### config.mk
export PLATFORM = sky130hd
export DESIGN_NAME = exp_golomb_codec
export DESIGN_NICKNAME = d
export VERILOG_FILES = /design/src/hw/rtl/eg_pkg.sv /design/src/hw/rtl/eg_encode.sv /design/src/hw/rtl/eg_decode.sv /design/src/hw/rtl/exp_golomb_codec.sv
export SDC_FILE = /design/constraint.sdc
export NUM_CORES = 1
export LEC_CHECK = 0
export ABC_CLOCK_PERIOD_IN_PS = 10400
export BUFFER_PORTS_ARGS = -buffer_cell sky130_fd_sc_hd__buf_2
export CORE_AREA = 2 2 190 192
export DETAILED_ROUTE_END_ITERATION = 8
export DIE_AREA = 0 0 192 194
export SYNTH_ARGS = -nofsm -noshare
export SYNTH_HDL_FRONTEND = slang
export SYNTH_HIERARCHICAL = 1
export SYNTH_SLANG_ARGS = --single-unit
### constraint.sdc
create_clock -name i_clk -period 10.4 [get_ports i_clk]
set_input_delay 1.04 -clock i_clk [delete_from_list [all_inputs] [get_ports i_clk]]
set_output_delay 1.04 -clock i_clk [all_outputs]
set_load 0.005 [all_outputs]
### src/hw/rtl/eg_pkg.sv
`timescale 1ns / 1ps

package eg_pkg;

    localparam int VALUE_W  = 16;
    localparam int WORD_W   = 31;
    localparam int LENGTH_W = 5;
    localparam int ZCOUNT_W = 4;
    localparam int MAG_W    = 15;

    typedef enum logic {
        CMD_ENCODE = 1'b0,
        CMD_DECODE = 1'b1
    } t_command;

    typedef struct packed {
        logic [WORD_W-1:0]   code_word;
        logic [LENGTH_W-1:0] code_length;
        logic [VALUE_W-1:0]  decoded_value;
        logic                range_error;
    } t_eg_result;

    // Mirror a 16-bit value: bit i moves to bit 15-i.
    function automatic logic [VALUE_W-1:0] bit_rev16(input logic [VALUE_W-1:0] v);
        logic [VALUE_W-1:0] r;
        for (int i = 0; i < VALUE_W; i++) begin
            r[VALUE_W-1-i] = v[i];
        end
        return r;
    endfunction

endpackage

### src/hw/rtl/eg_encode.sv
`timescale 1ns / 1ps

module eg_encode
    import eg_pkg::*;
(
    input  logic               i_signed_mode,
    input  logic [VALUE_W-1:0] i_value,
    output t_eg_result         o_result
);

    logic [VALUE_W-1:0]  neg_x;
    logic [VALUE_W-1:0]  mapped;
    logic                err;
    logic [LENGTH_W-1:0] nbits;
    logic [LENGTH_W:0]   len_wide;
    logic [LENGTH_W-1:0] len;
    logic [WORD_W-1:0]   aligned;

    assign neg_x = ~i_value + 16'd1;

    // Map the value to a positive code number in 1..65535.
    always_comb begin
        if (i_signed_mode) begin
            err = (i_value == 16'h8000);
            if (i_value[VALUE_W-1]) begin
                mapped = {neg_x[MAG_W-1:0], 1'b1};
            end else if (i_value == '0) begin
                mapped = 16'd1;
            end else begin
                mapped = {i_value[MAG_W-1:0], 1'b0};
            end
        end else begin
            err    = (i_value == 16'hFFFF);
            mapped = i_value + 16'd1;
        end
    end

    // Number of significant bits of the mapped value.
    always_comb begin
        nbits = '0;
        for (int i = 0; i < VALUE_W; i++) begin
            if (mapped[i]) begin
                nbits = LENGTH_W'(i + 1);
            end
        end
    end

    assign len_wide = {nbits, 1'b0} - 6'd1;
    assign len      = len_wide[LENGTH_W-1:0];

    // The mirrored value sits at the top of the word; shifting right by 31-L
    // leaves n-1 zeros below the leading one.
    assign aligned = {bit_rev16(mapped), 15'b0} >> (5'd31 - len);

    always_comb begin
        o_result.decoded_value = '0;
        o_result.range_error   = err;
        o_result.code_word     = err ? '0 : aligned;
        o_result.code_length   = err ? '0 : len;
    end

endmodule

### src/hw/rtl/eg_decode.sv
`timescale 1ns / 1ps

module eg_decode
    import eg_pkg::*;
(
    input  logic              i_signed_mode,
    input  logic [WORD_W-1:0] i_word,
    output t_eg_result        o_result
);

    logic                err;
    logic [ZCOUNT_W-1:0] zeros;
    logic [WORD_W-1:0]   shifted;
    logic [VALUE_W-1:0]  mapped;
    logic [MAG_W-1:0]    mag;
    logic [VALUE_W-1:0]  value;

    // Sixteen or more trailing zeros, or no one at all, cannot be decoded.
    assign err = (i_word[VALUE_W-1:0] == '0);

    always_comb begin
        zeros = '0;
        for (int i = VALUE_W - 1; i >= 0; i--) begin
            if (i_word[i]) begin
                zeros = ZCOUNT_W'(i);
            end
        end
    end

    // Bring the leading one to bit 0, mirror, and drop the bits past the code.
    assign shifted = i_word >> zeros;
    assign mapped  = bit_rev16(shifted[VALUE_W-1:0]) >> (4'd15 - zeros);
    assign mag     = mapped[VALUE_W-1:1];

    always_comb begin
        if (i_signed_mode) begin
            if (mapped[0]) begin
                value = ~{1'b0, mag} + 16'd1;
            end else begin
                value = {1'b0, mag};
            end
        end else begin
            value = mapped - 16'd1;
        end
    end

    always_comb begin
        o_result.code_word     = '0;
        o_result.range_error   = err;
        o_result.code_length   = err ? '0 : {zeros, 1'b1};
        o_result.decoded_value = err ? '0 : value;
    end

endmodule

### src/hw/rtl/exp_golomb_codec.sv
`timescale 1ns / 1ps

// Channel   Direction  Handshake          Payload
// input     in         i_valid / o_ready  i_command, i_signed_mode, i_operand
// result    out        o_valid / i_ready  o_code_word, o_code_length,
//                                         o_decoded_value, o_range_error
//
// Every transfer on the input produces exactly one result, via the input and
// then the result register. A new item can be taken every cycle unless the
// result side stalls; each register advances whenever the stage after it is
// empty or drains. On a result-side stall the input register still holds one
// more item. Reset is synchronous and active low and empties both registers.

module exp_golomb_codec
    import eg_pkg::*;
(
    input  logic                i_clk,
    input  logic                i_rst_n,

    input  logic                i_valid,
    output logic                o_ready,
    input  logic                i_command,
    input  logic                i_signed_mode,
    input  logic [31:0]         i_operand,

    output logic                o_valid,
    input  logic                i_ready,
    output logic [WORD_W-1:0]   o_code_word,
    output logic [LENGTH_W-1:0] o_code_length,
    output logic [VALUE_W-1:0]  o_decoded_value,
    output logic                o_range_error
);

    logic        r_in_valid;
    t_command    r_in_cmd;
    logic        r_in_sgn;
    logic [31:0] r_in_op;

    logic        r_out_valid;
    t_eg_result  r_out;

    t_eg_result  enc_result;
    t_eg_result  dec_result;
    t_eg_result  n_out;

    logic        adv_out;
    logic        adv_in;

    // The result register loads when it is empty or its item is taken; the
    // input register loads when it is empty or passes its item on.
    assign adv_out = !r_out_valid || i_ready;
    assign adv_in  = !r_in_valid || adv_out;
    assign o_ready = adv_in;

    always_ff @(posedge i_clk) begin
        if (!i_rst_n) begin
            r_in_valid  <= 1'b0;
            r_out_valid <= 1'b0;
        end else begin
            if (adv_in) begin
                r_in_valid <= i_valid;
            end
            if (adv_out) begin
                r_out_valid <= r_in_valid;
            end
        end
    end

    always_ff @(posedge i_clk) begin
        if (adv_in && i_valid) begin
            r_in_cmd <= t_command'(i_command);
            r_in_sgn <= i_signed_mode;
            r_in_op  <= i_operand;
        end
        if (adv_out && r_in_valid) begin
            r_out <= n_out;
        end
    end

    // Both directions are computed every cycle; the command picks one.
    // The encoder sees only the low half of the operand.
    eg_encode u_encode (
        .i_signed_mode (r_in_sgn),
        .i_value       (r_in_op[VALUE_W-1:0]),
        .o_result      (enc_result)
    );

    // Bit 31 of a code word can never fall inside a decodable code.
    eg_decode u_decode (
        .i_signed_mode (r_in_sgn),
        .i_word        (r_in_op[WORD_W-1:0]),
        .o_result      (dec_result)
    );

    always_comb begin
        unique case (r_in_cmd)
            CMD_ENCODE: n_out = enc_result;
            CMD_DECODE: n_out = dec_result;
            default:    n_out = enc_result;
        endcase
    end

    assign o_valid         = r_out_valid;
    assign o_code_word     = r_out.code_word;
    assign o_code_length   = r_out.code_length;
    assign o_decoded_value = r_out.decoded_value;
    assign o_range_error   = r_out.range_error;

    // A failed item carries nothing but its error flag.
    a_error_clears: assert property (@(posedge i_clk) disable iff (!i_rst_n)
        (o_valid && o_range_error) |->
        (o_code_word == '0 && o_code_length == '0 && o_decoded_value == '0))
        else $error("error result carries nonzero fields");

    // Every good code has an odd length.
    a_odd_length: assert property (@(posedge i_clk) disable iff (!i_rst_n)
        (o_valid && !o_range_error) |-> o_code_length[0])
        else $error("code length is not odd");

    // With the result register empty the input side can never be blocked.
    a_ready_when_empty: assert property (@(posedge i_clk) disable iff (!i_rst_n)
        !o_valid |-> o_ready)
        else $error("input stalled with an empty result register");

    // An accepted item is held in the input register on the next cycle.
    a_item_captured: assert property (@(posedge i_clk) disable iff (!i_rst_n)
        (i_valid && o_ready) |=> r_in_valid)
        else $error("accepted item was lost");

endmodule
==> results.md <==
- The flow ran to the end, and the final reports show no timing, DRC or antenna violations.
- The critical path contains buffers and inverters numbering 4 combined.
- Sorting the synthesized cells by how often they occur yields 103 x sky130_fd_sc_hd__nand2_1, 101 x sky130_fd_sc_hd__nor2_1, 86 x sky130_fd_sc_hd__edfxtp_1.
- The number of storage elements in the synthesis netlist is a little under 90.
- The iteration-0 DRC count of the detailed router is around 1300.
- The worst hold path passes through 2 cells.
- For this run, design rule violations remaining after detail routing come to 0.
- The TritonCTS clock tree is done.
- Clock tree synthesis found a total of 88 sinks.
- The repair_antennas step left the layout with diodes totalling 0.
- The start point of the worst hold path is o_valid.
- At the pin with the least slew margin, the transition time is 1.086 ns.
- No sink is reached through more buffers than the 2 on the longest clock path.
- The largest delay contributor family on the critical path is compound AO/OA/AOI/OAI gates.
- Entering global routing, the biggest net connects 60 pins.
- The worst voltage drop across the vdd grid is between 0.06 and 0.07 mV.
- The depth of the CTS H-tree is 3.
- Gates resized during post-CTS repair numbered 0.
- The worst slew margin relative to its limit is 0.2666.
- between 90 and 100 I/O pins were placed.
- Dividing the final minimum period by the clock period gives 0.7054.
- The HPWL reported at the end of detailed placement is between 20 and 25 mm.
- After synthesis, the cell types taking the most area are sky130_fd_sc_hd__edfxtp_1 25%, sky130_fd_sc_hd__mux2_4 7.5%, sky130_fd_sc_hd__buf_4 3.9%, sky130_fd_sc_hd__nand2_1 3.7%, sky130_fd_sc_hd__nor2_1 3.6%.
- In the final layout, the share of cells above drive strength 1 is 0.2128.
- The final layout net count is ~1300.
- The worst clock skew is 0.008232 ns.
- The congestion estimate from routability-driven global placement came to between 0.9 and 1.
- The via count normalized by instance count is 5.943.
- Total power for the finished layout comes to about 1300 uW.
- Of all flip-flops after synthesis, the portion carrying an async set or reset was 0.
- The critical path data arrival time is 7.45 ns.
- After clock tree synthesis, the clock-pin slew on the worst setup and hold paths is about 0.070 ns.
- The final setup TNS is 0 ns.
- The critical path goes through nor2b_1 > o21a_1 > a211oi_4 > buf_4 > nor2_4 > clkinv_1 > mux2i_1 > o2111ai_1 > o22ai_1 > nand4_1 > o211ai_1 > nor2_1 > inv_2 > ha_1 > inv_1 > a41oi_1 > nand4_1 > xor2_1 > o21ai_0 > a21oi_1 > mux2_4.
- The max-slew violation count came to 0.
- Setup repair after global routing left no endpoint under its margin.
- The hold violation count in the final report came to 0.
- The count of port buffers added during placement is 91.
- The share of the Yosys chip area taken by registers is 0.2503.
- With fillers left out, the area of the finished cells amounts to between 10000 and 15000 um^2.
- The path with the worst hold slack has its endpoint at r_in_valid.
- The worst flop-to-flop path startpoint is r_in_op[8].
- Synthesis instantiated 122 different standard cells from the library.
- The via count of the first global-routing pass is 9293.
- Wires add up to roughly 34 mm.
- Row generation in the floorplan step produced a little under 70 rows.
- Post-CTS timing repair inserted 0 buffers for setup.
- The total overflow left after global routing is 0.
- The detail route stage leaves a number of antenna-violating nets equal to 0.
- In this run the horizontal extent of the chip is between 150 and 200 um.
- The first TritonRoute pass finished after 8 iterations.
- The post-detailed-route wirelength per cell is ~20 um.
- The data required time at the worst endpoint is around 11 ns.
- The number of logic stages on the critical path including buffering is 21.
- The wire length of the first global-routing pass is around 54 mm.
- The maximum achievable frequency is about 0.14 GHz.
- The routed design could run at a clock period as short as between 7 and 8 ns.
- The critical setup path kind is reg2reg.
- The total setup violations reported at the end of the flow is 0.
- From synthesis to final layout, the design area changed by 6.867%.
- The worst setup path is captured at a flop.
- The area share of the leading cell type in the synthesized netlist is 0.2465.
- The standard cell core area is between 30000 and 40000 um^2.
- In the synthesized netlist, the number of instances is 1201.
- In this design, the critical path's most frequently occurring cell is sky130_fd_sc_hd__nand4_1.
- For the worst flop-to-flop path, the logic depth is 21.
- The total number of vias is between 10000 and 15000.
- The mean instance size in the synthesized netlist is 8.724 um^2.
- For this run, the leading register cell type out of synthesis is sky130_fd_sc_hd__edfxtp_1.
- The worst setup path is launched from a flop.
- The power density over cell area is 114.3 nW/um^2.
- The top cell type by total area after synthesis is sky130_fd_sc_hd__edfxtp_1.
- In this run the critical register-to-register path is captured at o_decoded_value[6].
- Clock tree synthesis inserted a total of 9 buffers.
- Summing every instance area after synthesis gives 10480 um^2.
- The number of warning messages in the yosys log is 6.
- The setup check on the worst reg-to-reg path leaves a slack of between 3 and 4 ns.
- The root buffer cell chosen for the clock tree is sky130_fd_sc_hd__clkbuf_16.
- The die outline height is 194 um.
- The total routing resource utilization after global routing is 0.1793.
- The clock reaches the later pin of the worst-skew pair after roughly 0.36 ns.
- The initial utilization of the core area, before any placement, comes to 0.2975.
- The most common cell in the netlist is sky130_fd_sc_hd__nand2_1.
- The leakage power figure is ~0.004 uW.
- The tightest min-delay check is of the reg2reg type.
- After detailed placement, the total cell area comes to ~11000 um^2.
- The biggest fanout along the worst timing path is 27.
- The count of filler cells inserted in the layout is between 3000 and 4000.
- Across all hold checks on the routed design, the worst slack comes to roughly 0.55 ns.
- The number of max-cap violations is 0.
- The stage delay of the slowest cell on the critical path is 0.94 ns.
- Buffers inserted to repair hold after CTS numbered 0.
- The full die area is ~37000 um^2.
- The initial antenna violation count is 0.
- On the critical path, the stage with the largest delay is an instance of sky130_fd_sc_hd__edfxtp_1.
- Yosys mapped a number of flops with a built-in enable equal to 86.
area by class of cell:
| type | count | area (um^2) | share of cell area |
|---|---|---|---|
| multi-input combinational | 987 | 7012 | 0.6262 |
| sequential | 88 | 2623 | 0.2342 |
| timing repair buffer | 108 | 583.1 | 0.05207 |
| tap | 461 | 576.8 | 0.05151 |
| clock buffer | 10 | 229.0 | 0.02045 |
| inverter | 32 | 122.6 | 0.01095 |
| clock inverter | 6 | 51.30 | 0.004582 |
worst min-delay path: stages, from the launching register on:
cell	delay (ns)
sky130_fd_sc_hd__dfxtp_1	0.33
sky130_fd_sc_hd__nand3b_1	0.10
sky130_fd_sc_hd__a21boi_0	0.08
power breakdown:
| group | switching, uW | internal (uW) |
|---|---|---|
| combinational | 313 | 204 |
| clock | 155 | 165 |
| sequential | 19.0 | 423 |
| total | 487 | 793 |
layer usage:
metal,GRT usage,wire length (um),share of wire,up-vias
met5,0,0,0,-
met4,0.05428,693,0.020,0
met3,0.02643,2625,0.077,44
met2,0.2607,14790,0.43,483
met1,0.2702,16050,0.47,4854
li1,-,-,-,4674
per-stage QoR:
| step | worst slack, ns | std cells | util |
|---|---|---|---|
| floorplan | 5.649 | 1246 | - |
| global placement | 3.438 | 1676 | 0.3099 |
| detailed placement | 3.310 | 1676 | 0.3099 |
| CTS | 3.228 | 1692 | 0.3179 |
| global route | 2.642 | 1692 | 0.3179 |
| finish | 3.064 | 1692 | 0.3179 |
cell families (layout without fill, tap and decap cells):
group / Yosys count / count (layout) / share of synthesized area
other cells: 2 / 47 / 0.0007168
mux: 80 / 80 / 0.1064
simple gates: 435 / 435 / 0.2243
fa+ha+maj: 6 / 6 / 0.007165
compound gates: 393 / 393 / 0.2910
buf+inv: 171 / 156 / 0.09840
flops: 88 / 88 / 0.2503
xor+xnor: 26 / 26 / 0.02173
cell usage in the layout, fill, tap and decap left out, drive strengths merged, types with 7 or more instances in the layout:
master   netlist  layout
a211o          8       8
or3            8       8
o22ai         31      31
nand2        103     103
buf          104     108
a2111oi        8       8
inv           29      31
or4           14      14
nor2         104     104
a211oi        32      32
a21o           7       7
a31oi         11      11
o21ai         56      56
a221oi         7       7
nand4         24      24
and3           7       7
a21oi         52      52
edfxtp        86      86
nor4          29      29
nand3         23      23
xnor2         17      17
a22oi         16      16
conb           2      47
o221ai         7       7
nor3          52      52
o2111ai       21      21
nor2b         17      17
clkbuf        35      10
o31ai         18      18
mux2i         16      16
o211ai        38      38
o21a           9       9
nand2b        12      12
or2            8       8
mux2          62      62
and2          14      14
xor2           9       9
registers in the layout (all words and copies together), names as in the netlist:
register / cells
o_code_length: 5
o_valid: 1
r_in_valid: 1
o_code_word: 31
r_in_sgn: 1
o_decoded_value: 16
o_range_error: 1
r_in_cmd: 1
r_in_op: 31
worst max-delay path by stage:
stage | endpoint | slack (ns) | from
after global routing | o_decoded_value[6] | 2.64 | r_in_op[8]
after floorplan | o_code_word[2] | 5.65 | r_in_op[1]
after CTS | o_decoded_value[6] | 3.23 | r_in_op[8]
final | o_decoded_value[6] | 3.06 | r_in_op[8]
after detailed placement | o_decoded_value[6] | 3.31 | r_in_op[8]
after global placement | o_decoded_value[6] | 3.44 | r_in_op[8]
(Power assumes the default switching activity.)
